### config.mk
export PLATFORM = sky130hd
export DESIGN_NAME = drls_ctrl
export DESIGN_NICKNAME = d
export VERILOG_FILES = /design/src/rtl/drls_pkg.sv /design/src/rtl/drls_ctrl.sv
export SDC_FILE = /design/constraint.sdc
export NUM_CORES = 1
export LEC_CHECK = 0
export BUFFER_PORTS_ARGS = -buffer_cell sky130_fd_sc_hd__buf_4
export CAP_MARGIN = 0
export CORE_UTILIZATION = 40
export CTS_CLUSTER_SIZE = 30
export DETAILED_ROUTE_END_ITERATION = 8
export HOLD_SLACK_MARGIN = 0.15
export PLACE_DENSITY = 0.69
export SYNTH_ARGS = -nofsm -noshare
export SYNTH_HDL_FRONTEND = slang
export SYNTH_SLANG_ARGS = --single-unit
### constraint.sdc
create_clock -name clk -period 2.19 [get_ports clk]
set_clock_uncertainty 0.2 [all_clocks]
set_input_delay 0 -clock clk [delete_from_list [all_inputs] [get_ports clk]]
set_output_delay 0 -clock clk [all_outputs]
set_load 0.05 [all_outputs]
### src/rtl/drls_pkg.sv
package drls_pkg;

  localparam int MaxSources = 4;
  localparam int MaxSpans   = 64;
  localparam int LineBits   = 9;
  localparam int SampleBits = 11;

  localparam int SrcBits   = 2;
  localparam int TabBits   = 3;
  localparam int SpanIdx   = $clog2(MaxSpans);
  localparam int CntBits   = $clog2(MaxSpans + 1);
  localparam int AddrBits  = TabBits + SpanIdx;
  localparam int EntryBits = LineBits + 2 * SampleBits;
  localparam int LineWide  = LineBits + 2;

  localparam logic [1:0] MODE_CLEAR   = 2'd0;
  localparam logic [1:0] MODE_LOAD    = 2'd1;
  localparam logic [1:0] MODE_QUALITY = 2'd2;
  localparam logic [1:0] MODE_QUERY   = 2'd3;

  localparam logic [1:0] REG_IS_PAL     = 2'd0;
  localparam logic [1:0] REG_INTRA_ONLY = 2'd1;
  localparam logic [1:0] REG_FIRST_LINE = 2'd2;
  localparam logic [1:0] REG_LAST_LINE  = 2'd3;

  typedef struct packed {
    logic [1:0]            mode;
    logic                  field_second;
    logic [1:0]            source_index;
    logic [LineBits-1:0]   line_number;
    logic [SampleBits-1:0] span_start;
    logic [SampleBits-1:0] span_end;
    logic [15:0]           quality_value;
    logic                  this_field_first;
    logic                  match_chroma;
    logic                  in_colour_burst;
    logic [3:0]            source_mask;
  } in_item_t;

  typedef struct packed {
    logic                found;
    logic [1:0]          best_source;
    logic                from_same_field;
    logic [LineBits-1:0] best_line;
    logic [9:0]          frame_distance;
    logic [15:0]         best_quality;
  } out_item_t;

  // controller -> datapath
  typedef struct packed {
    logic capture;     // latch query item
    logic do_clear;
    logic do_load;
    logic do_quality;
    logic start_dir;   // init line for current direction
    logic read_entry;  // move to next table entry
    logic next_line;   // step line
    logic take;        // line free: compare into pick
    logic next_dir;    // move to next direction/source
    logic result;      // load output register
  } dp_cmd_t;

  // datapath -> controller
  typedef struct packed {
    logic is_clear;
    logic is_load;
    logic is_quality;
    logic is_query;
    logic in_range;
    logic hit;         // entry overlaps
    logic last_entry;  // entry index at table count
    logic dir_enabled; // current source/dir active
    logic last_dir;
  } dp_stat_t;

endpackage

### src/rtl/drls_ctrl.sv
module drls_ctrl import drls_pkg::*; (
  input  logic     clk,
  input  logic     rst,
  input  logic     in_valid,
  output logic     in_ready,
  output logic     out_valid,
  input  logic     out_ready,
  input  dp_stat_t stat,
  output dp_cmd_t  cmd
);

  typedef enum logic [6:0] {
    S_IDLE  = 7'b0000001,
    S_EXEC  = 7'b0000010,
    S_DIR   = 7'b0000100,
    S_LINE  = 7'b0001000,
    S_READ  = 7'b0010000,
    S_CHECK = 7'b0100000,
    S_DONE  = 7'b1000000
  } state_t;

  state_t state, state_next;
  logic   out_busy;

  always_ff @(posedge clk) begin
    if (rst) state <= S_IDLE;
    else     state <= state_next;
  end

  // result register: holds until transfer
  always_ff @(posedge clk) begin
    if (rst) out_busy <= 1'b0;
    else if (cmd.result) out_busy <= 1'b1;
    else if (out_ready) out_busy <= 1'b0;
  end
  assign out_valid = out_busy;
  assign in_ready  = (state == S_IDLE);

  always_comb begin
    state_next = state;
    cmd        = '0;
    case (state)
      S_IDLE: if (in_valid) begin
        cmd.capture = 1'b1;
        state_next  = S_EXEC;
      end
      S_EXEC: begin
        cmd.do_clear   = stat.is_clear;
        cmd.do_load    = stat.is_load;
        cmd.do_quality = stat.is_quality;
        if (stat.is_query) state_next = S_DIR;
        else state_next = S_IDLE;
      end
      S_DIR: begin
        cmd.start_dir = 1'b1;
        cmd.next_dir  = ~stat.dir_enabled;
        state_next = stat.dir_enabled ? S_LINE : (stat.last_dir ? S_DONE : S_DIR);
      end
      S_LINE: begin
        if (!stat.in_range) begin
          cmd.next_dir = 1'b1;
          state_next   = stat.last_dir ? S_DONE : S_DIR;
        end else begin
          state_next = S_READ;
        end
      end
      S_READ: state_next = S_CHECK;
      S_CHECK: begin
        if (stat.last_entry) begin
          cmd.take     = 1'b1;
          cmd.next_dir = 1'b1;
          state_next   = stat.last_dir ? S_DONE : S_DIR;
        end else if (stat.hit) begin
          cmd.next_line = 1'b1;
          state_next = S_LINE;
        end else begin
          cmd.read_entry = 1'b1;
          state_next = S_READ;
        end
      end
      S_DONE: if (!out_busy || out_ready) begin
        cmd.result = 1'b1;
        state_next = S_IDLE;
      end
      default: state_next = S_IDLE;
    endcase
  end

  // checks
  a_state_onehot: assert property (@(posedge clk) disable iff (rst) $onehot(state));
  a_out_hold: assert property (@(posedge clk) disable iff (rst)
    out_valid && !out_ready |=> out_valid);
  a_capture_xfer: assert property (@(posedge clk) disable iff (rst)
    cmd.capture |-> in_valid && in_ready);
  a_result_room: assert property (@(posedge clk) disable iff (rst)
    cmd.result |-> !out_valid || out_ready);

endmodule

Word level (Yosys, flattened, before mapping)
Cells that the tools add are included.
{"block": "word_totals", "reg_bits": 8, "inputBits": 13, "output_inout_bits": 12, "wordCells": 40}
{"block": "classes", "n_eq_ne": 9, "muxes": 24, "bitwise_logic": 1, "reduce_logical": 4}
{"op": "one-hot mux 7 bit (7 select lines)", "count": 1}
{"op": "2-to-1 mux 7 bit", "count": 6}
{"op": "2-to-1 mux 1 bit", "count": 10}
{"op": "2-to-1 mux 3 bit", "count": 3}
{"op": "== test 7 x 1 -> 1 bit (second input constant)", "count": 1}
{"op": "== test 7 x 2 -> 1 bit (second input constant)", "count": 1}
{"op": "== test 7 x 3 -> 1 bit (second input constant)", "count": 1}
{"op": "== test 7 x 4 -> 1 bit (second input constant)", "count": 1}
{"op": "== test 7 x 5 -> 1 bit (second input constant)", "count": 1}
{"op": "== test 7 x 6 -> 1 bit (second input constant)", "count": 1}
{"op": "== test 7 bit (second input constant)", "count": 1}
{"op": "2-to-1 mux 5 bit", "count": 1}
{"op": "2-to-1 mux 2 bit", "count": 2}
{"op": "inequality test 2 bit (second input constant)", "count": 2}
{"op": "one-hot mux 1 bit (3 select lines)", "count": 1}
{"op": "AND reduction 2 bit", "count": 1}
{"op": "nonzero test 2 bit", "count": 1}
{"op": "logical NOT 1 bit", "count": 1}
{"op": "logical OR 1 bit", "count": 1}
{"op": "NOT 1 bit", "count": 1}

Longest topological paths before layout
Gate-level depths: netlist of run 1.
{"block": "depth", "ltp_word": 5, "ltp_mapped": 5, "depth_no_buf": 4}

Worst setup path before layout of run 1
Ideal clock, no wire load.
{"block": "synth_timing", "kind": "register to register", "startpoint": "register state[1]", "endpoint": "register state[4]", "setup_ns": 0.074, "arrival_time_ns": 2.699, "t_required_ns": 1.916, "setup_slack_ns": -0.783, "path_stages_with_launch": 6, "n_path_buf": 1, "synth_period_minus_slack_ns": 2.973, "cell_sequence": "dfxtp_1 -> buf_6 -> or4_4 -> nor4_1 -> a41oi_1 -> nor2_1"}
{"block": "synth_between", "elab_chain_cells": 3, "elab_cells_between_ends": 11, "cone_classes": "eq/ne (9); mux (1); reduce/logical (1)"}
{"item": "from (decl)", "line": "drls_ctrl.sv:22", "text": "state_t state, state_next;"}
{"item": "from (signal assigned)", "line": "drls_ctrl.sv:27", "text": "else state <= state_next;"}
{"item": "== test 7 bit / == test 7 x 1 -> 1 bit (equally long branches)", "line": "drls_ctrl.sv:42", "text": "case (state)"}
{"item": "inequality test 2 bit (no source line)"}
{"item": "AND reduction 2 bit (no source line)"}
Several ways; a longest one is shown, not always the timed one.
A chain may end at the register's enable or synchronous reset.

==> metrics.txt, run 1 <==
status complete, no violations; DRC viols 0; Post-Route WL 1.68 mm; vias 634; maximum VDD drop 0.381 mV; Synth-to-Final Area Change 55.4%; RSZ-0062 raised after global routing no; I/O pin cnt 25; WL/cell 14.3 µm; Place WS 0.229 ns; IO Port Bufs 24; crit-path leading delay family simple AND/OR/NAND/NOR gates; vias in the first global route 539; worst-path maximum fanout 11; die area 1660 µm²; maxcap violations 0; HPWL after detailed placement 1.17 mm; Post CTS Setup Buffer Count 0; Synth area leaders dfxtp_1 27%, or4_4 5.6%, nor2_1 5.0%; ant diodes 0; highest clock rate 472 MHz; Detail Route Antenna Nets 0; Longest Clk Path Bufs 2; GRT overflow 0; sequential fraction of the synthesis area 26.7%; Worst-Margin Slew 0.390 ns; Final Hold Viols 0; Layout Utilization 69.1%; largest net degree at the start of global routing 12; Pre-antenna DRT Iters 4; Cell Area, Synth 601 µm²; CTS H-tree lvls 1; CP Launch Type flip-flop; Starting Density 44.5%; # setup viols final 0; CP arrival 1.92 ns; GRT Total Usage 23.3%; Clock Latency Late Sink 0.26 ns; first-pass GRT wire length 2.44 mm; CP Buf/Inv Count 1; Hold WC Path Type input port to output pin; max incr delay on CP 0.57 ns; Tcrit/Tclk final 96.7%; Iter 0 DRT Violations 14; Worst-path clk slew 0.06 ns; Die Y 40.8 µm; Critical Path Slowest Stage Cell or4_4; row cnt 13; Gate Count Post-Synth 70; Pleak 0.390 nW; CP Data Required Time 1.99 ns; CTS tree built; register bit total from synthesis 8; crit-path cells or4_4 -> nor4b_4 -> and2_2 -> buf_4; vias per cell 5.42; GP Congestion 0.723; Sum Neg Setup Slack 0 ns; initial antenna violation count 0; CP Capture Type output pin; pwr dens 433 nW/µm²; Synth top area share 26.7%; library cells used by synthesis 37; clock tree root driver cell clkbuf_4; placeable core region 1350 µm²; worst rel slew slack 73.8%; pins over their slew limit 0; WHS 0.165 ns; Syn Nets 83; Die Wd 40.8 µm; Yosys top cell by area dfxtp_1; YS warnings 0; FILL cells 113; layout net count 117; TritonCTS Buffers 3; Setup CP Type flip-flop to output pin; Mapped Avg Cell Area 8.58 µm²; Sink Count 8; clock period minus final worst setup slack 2.12 ns; PnR worst setup slack 0.0727 ns; layout cell share with drive strength beyond 1 47.1%
-- cells in the final DEF (no fill, tap or decap), drive strengths merged, types with 2 or more instances in the layout --
master and count:
a21oi 3, clkbuf 3, nor4 3, buf 26, o21ai 2, inv 5, nor4b 2, and3 2
or4 3, dlygate4sd3 9, nor3 3, or3b 3, nor2 8, and2 4, nand2 2, dfxtp 8
-- synthesized netlist by cell type (all sizes together) --
library cell,count
nor2,8
nor3,3
buf,5
nand2,2
xnor2,1
or4,3
a21oi,3
and4b,1
nand3b,1
a32o,1
o21ai,2
nand4,1
xor2,1
nor4bb,1
or2,1
a221oi,1
dfxtp,8
nor4,3
nand4b,1
nand3,1
a41oi,1
clkbuf,1
nor2b,1
a211oi,1
o31ai,1
and2,4
inv,5
or3b,3
and3,2
nor4b,2
o211ai,1
-- path summary, 6_finish.rpt --
path | depth (start not counted) | slack (ns) | to | start
max | 4 | 0.07 | cmd[7] | state[3]
min | 3 | 0.16 | cmd[8] | stat[8]
max reg2reg | 4 | 0.43 | state[6] | state[3]
min reg2reg | 2 | 0.40 | state[3] | state[5]
-- routing by layer --
metal,global-route usage [%],wire (µm),vias up,share of wire [%]
met2,36.1,867,19,52
met4,10.0,17,0,1.0
met5,0,0,-,0
met3,6.52,58,2,3.5
met1,29.8,732,290,44
li1,-,-,323,-
-- power breakdown --
part           switching, mW  total [mW]  leakage, nW  internal [mW]
logic                 0.0703       0.132        0.309         0.0615
registers            0.00347       0.153       0.0665          0.150
clock network         0.0563       0.119       0.0138         0.0631
total                  0.130       0.404        0.390          0.274
-- tightest hold or removal path, cell delays in order --
cell    delay, ns
buf_4        0.07
and2_2       0.14
buf_6        0.15
-- flip-flops by register name, summed over array words and instances (netlist names) --
signal and flops:
state 7, out_valid 1
-- kinds of logic after synthesis --
group           share of synthesized area, %
compound gates                          12.5
simple gates                            47.5
buf+inv                                 10.4
xor+xnor                                2.92
flops                                   26.7
-- cell type report --
cell class	count	area (µm²)	area share (%)
tap	15	18.8	2.01
timing repair buffer	35	293	31.4
sequential	8	164	17.6
clock buffer	3	22.5	2.41
multi-input combinational	51	417	44.6
inverter	5	18.8	2.01
-- per-stage QoR --
stage / cells / area [µm²] / total power [mW]
finish: 117 / 933 / 0.404
global route: 117 / 933 / 0.422
CTS: 117 / 923 / 0.408
detailed placement: 105 / 807 / 0.273
global placement: 105 / 807 / 0.272
floorplan: 70 / 637 / 0.235
-- repair_timing --
item                                   in CTS  in global routing
gates resized for setup                     2                  4
pin swaps                                   0                  2
setup endpoints to repair                   4                  5
endpoints found under the hold margin       9                  0
hold buffers                                9                  0
(Power assumes the default switching activity.)
==> inputs of run 2 (changes only) <==
ABC_AREA = 1   (was unset)
PLACE_DENSITY = 0.7   (was 0.69)
TNS_END_PERCENT = 1   (was unset)
==> run 2 against run 1 <==
Compared with the run above:
- critical path depth is 4 higher
- clock power is 3% lower
- combinational power is 19% lower
- register-to-register slack worse by 0.20 ns
- sequential share of layout area is 0.67 points higher
- final area is 5.9% lower
- sequential power hardly changed
- utilization is 0.78 points lower
- first-iteration DRC count is 36% lower
- clock-buffer cell count stayed put
- worst setup slack better by 0.15 ns
- highest routed layer is now met3
==> metrics.txt, run 2 <==
Critical Path Slowest Stage Cell dlygate4sd3_1 (was or4_4); FILL cells 118 (was 113); Syn Nets 102 (was 83); Post-Route WL 1.23 mm (was 1.68 mm); HP Start stat[6] (was stat[8]); Logic pwr share 28.4% (was 32.6%); maxcap violations 0 (unchanged); Starting Density 42.8% (was 44.5%); library cells used by synthesis 18 (was 37); GP Congestion 0.761 (was 0.723); Setup CP Type flip-flop to flip-flop (was flip-flop to output pin); ant diodes 0 (unchanged); RSZ-0062 raised after global routing no (unchanged); worst rel slew slack 85.1% (was 73.8%); DRC viols 0 (unchanged); Worst-Margin Slew 0.222 ns (was 0.390 ns); WL/cell 8.70 µm (was 14.3 µm); status complete, no violations (unchanged); pins over their slew limit 0 (unchanged); vias in the first global route 522 (was 539); Clock Latency Late Sink 0.25 ns (was 0.26 ns); largest register by flop count state (unchanged); grt met3 use 1.73% (was 6.52%); met2 usage in global routing 30.8% (was 36.1%); most used cell, CP nand2_1; Post CTS Setup Buffer Count 0 (unchanged); Final Hold Viols 0 (unchanged); Reg2Reg Depth 8 (was 4); post-route cell area 878 µm² (was 933 µm²); Total Power 0.375 mW (was 0.404 mW); layout cell share with drive strength beyond 1 33.3% (was 47.1%); most common cell after layout, fill and taps aside buf_4 (unchanged); clock group share of total power 30.8% (was 29.5%); vias 630 (was 634); grt peak-use layer met2 (unchanged); post-synthesis simple-gate area fraction 49.1% (was 47.5%); die area 1530 µm² (was 1660 µm²); Sink Count 8 (unchanged); Int Power 0.258 mW (was 0.274 mW); crit-path cells nor2_2 -> nand3_1 -> nor2_1 -> nand2_1 -> nand3_2 -> nand2_1 -> a21oi_2 -> dlygate4sd3_1 (was or4_4 -> nor4b_4 -> and2_2 -> buf_4); highest clock rate 509 MHz (was 472 MHz); CTS H-tree lvls 1 (unchanged); largest net degree at the start of global routing 9 (was 12); maximum VDD drop 0.248 mV (was 0.381 mV); Synth Area in Adders 0% (unchanged); YS warnings 0 (unchanged); net switching power 0.117 mW (was 0.130 mW); Mapped Avg Cell Area 6.19 µm² (was 8.58 µm²); cts repair resizes 0 (was 2); CP Data Required Time 2.19 ns (was 1.99 ns); Pleak 0.472 nW (was 0.390 nW); IO Port Bufs 24 (unchanged); highest-count cells in the layout ignoring fill and taps 24 x buf_4, 20 x inv_1, 18 x nor2_1, 14 x nand2_1, 11 x dlygate4sd3_1 (was 24 x buf_4, 9 x dlygate4sd3_1, 7 x nor2_1, 5 x inv_1, 5 x dfxtp_1); CTS tree built (unchanged); Tcrit/Tclk final 89.6% (was 96.7%); CP arrival 1.96 ns (was 1.92 ns); reg2reg setup slack 0.23 ns (was 0.43 ns); TritonCTS Buffers 3 (unchanged); Synth top area share 29.1% (was 26.7%); initial antenna violation count 0 (unchanged); compound-cell area share of the yosys netlist 6.14% (was 12.5%); register bit total from synthesis 8 (unchanged); HPWL after detailed placement 936 µm (was 1.17 mm); first-pass GRT wire length 1.99 mm (was 2.44 mm); Worst-path clk slew 0.06 ns (about the same); Cells on Worst Hold Path 4 (was 3); Synth area leaders dfxtp_1 29%, inv_1 14%, nor2_1 12% (was dfxtp_1 27%, or4_4 5.6%, nor2_1 5.0%); hold path endpoint cmd[6] (was cmd[8]); vias per cell 4.47 (was 5.42); clock period minus final worst setup slack 1.96 ns (was 2.12 ns); count leader, synth inv_1; Cell Area, Synth 551 µm² (was 601 µm²); sequential fraction of the synthesis area 29.1% (was 26.7%); # setup viols final 0 (unchanged); Async S/R FF share, synth 0% (unchanged); Hold WC Path Type input port to output pin (unchanged); I/O pin cnt 25 (unchanged); Yosys top cell by area dfxtp_1 (unchanged); row cnt 13 (unchanged); Sequential Power Share 40.8% (was 37.9%); Die Wd 39.1 µm (was 40.8 µm); pwr dens 427 nW/µm² (was 433 nW/µm²); GRT Total Usage 18.8% (was 23.3%); Main synth FF type dfxtp_1 (unchanged); layout net count 141 (was 117); WHS 0.158 ns (was 0.165 ns); Synth-to-Final Area Change 59.5% (was 55.4%); Iter 0 DRT Violations 9 (was 14); placeable core region 1280 µm² (was 1350 µm²); RR Startpoint state[0] (was state[3]); Sum Neg Setup Slack 0 ns (unchanged); Post-synth top cells 20 x inv_1, 18 x nor2_1, 14 x nand2_1, 8 x dfxtp_1 (was 8 x dfxtp_1, 8 x nor2_1, 5 x inv_1); Detail Route Antenna Nets 0 (unchanged); Die Y 39.1 µm (was 40.8 µm); max incr delay on CP 0.55 ns (was 0.57 ns); reg-to-reg endpoint state[2] (was state[6]); CP Capture Type flip-flop (was output pin); XOR/XNOR Fraction of Synth Area 0% (was 2.92%); CP Launch Type flip-flop (unchanged); worst-path maximum fanout 4 (was 11); Sw Ratio 31.3% (was 32.2%); max reg flops 7 (unchanged); Pre-antenna DRT Iters 4 (unchanged); GRT overflow 0 (unchanged); Post-synth EDFFs 0 (unchanged); Longest Clk Path Bufs 2 (unchanged); met1 Resource Use GR 24.7% (was 29.8%); largest family of logic cells by synthesized area simple AND/OR/NAND/NOR gates (unchanged); placed inst area 746 µm² (was 807 µm²); mux cell area share after synthesis 0% (unchanged); clock tree root driver cell clkbuf_4 (unchanged); Gate Count Post-Synth 89 (was 70)
run 2: cell types whose count changed in the layout (fill, tap and decap cells not counted), sizes merged, moves of 3 or more:
cell,delta
nand2,+15
nand3,+5
and2,-4
nor2,+17
nor4,-3
inv,+17
or3b,-3
or4,-3
run 2: per-stage QoR:
step	instances	setup slack, ns	util (%)
floorplan	89	0.144	-
global placement	127	0.783	58.0
detailed placement	127	0.775	58.0
CTS	141	0.256	68.4
global route	141	0.120	68.4
finish	141	0.227	68.4
run 2: power by group through the flow:
stage / combinational (mW) / sequential (mW) / clock, mW
floorplan: 0.0638 / 0.156 / 0
global placement: 0.0957 / 0.157 / 0
detailed placement: 0.0960 / 0.157 / 0
CTS: 0.107 / 0.153 / 0.116
global route: 0.118 / 0.154 / 0.128
finish: 0.107 / 0.153 / 0.115
run 2: metal layers:
layer  vias to the layer above  part of all wire (%)
met1                       280                    49
met3                         0                   2.3
met4                         0                     0
met2                        14                    49
li1                        336                     -
met5                         -                     0
run 2: worst max path at each step:
stage | start | end
floorplan | state[4] | cmd[9]
finish | state[0] | state[2]
global placement | state[4] | state[0]
global route | state[0] | state[6]
CTS | state[0] | state[6]
detailed placement | state[4] | state[0]
run 2: cells by family after synthesis:
kind of cell | after synthesis
buffers and inverters | 23
flip-flops | 8
AO/OA/AOI/OAI | 6
AND/OR/NAND/NOR | 52
run 2: final cells by class:
cell class,count,area (µm²),area share [%]
clock buffer,3,22.5,2.56
inverter,22,82.6,9.40
multi-input combinational,58,304,34.6
sequential,8,160,18.2
tap,15,18.8,2.14
timing repair buffer,35,290,33.0
run 2: worst max-delay path, delay by kind of cell, from the launching register on:
| family | cells | cell delay (ns) |
|---|---|---|
| AND/OR/NAND/NOR | 6 | 0.72 |
| buffers and inverters | 1 | 0.55 |
| flip-flops | 1 | 0.32 |
| AO/OA/AOI/OAI | 1 | 0.11 |
run 2: repair_timing:
action,4_1_cts,5_1_grt
hold buffers,11,0
setup endpoints to repair,0,0
hold endpoints to repair,8,0
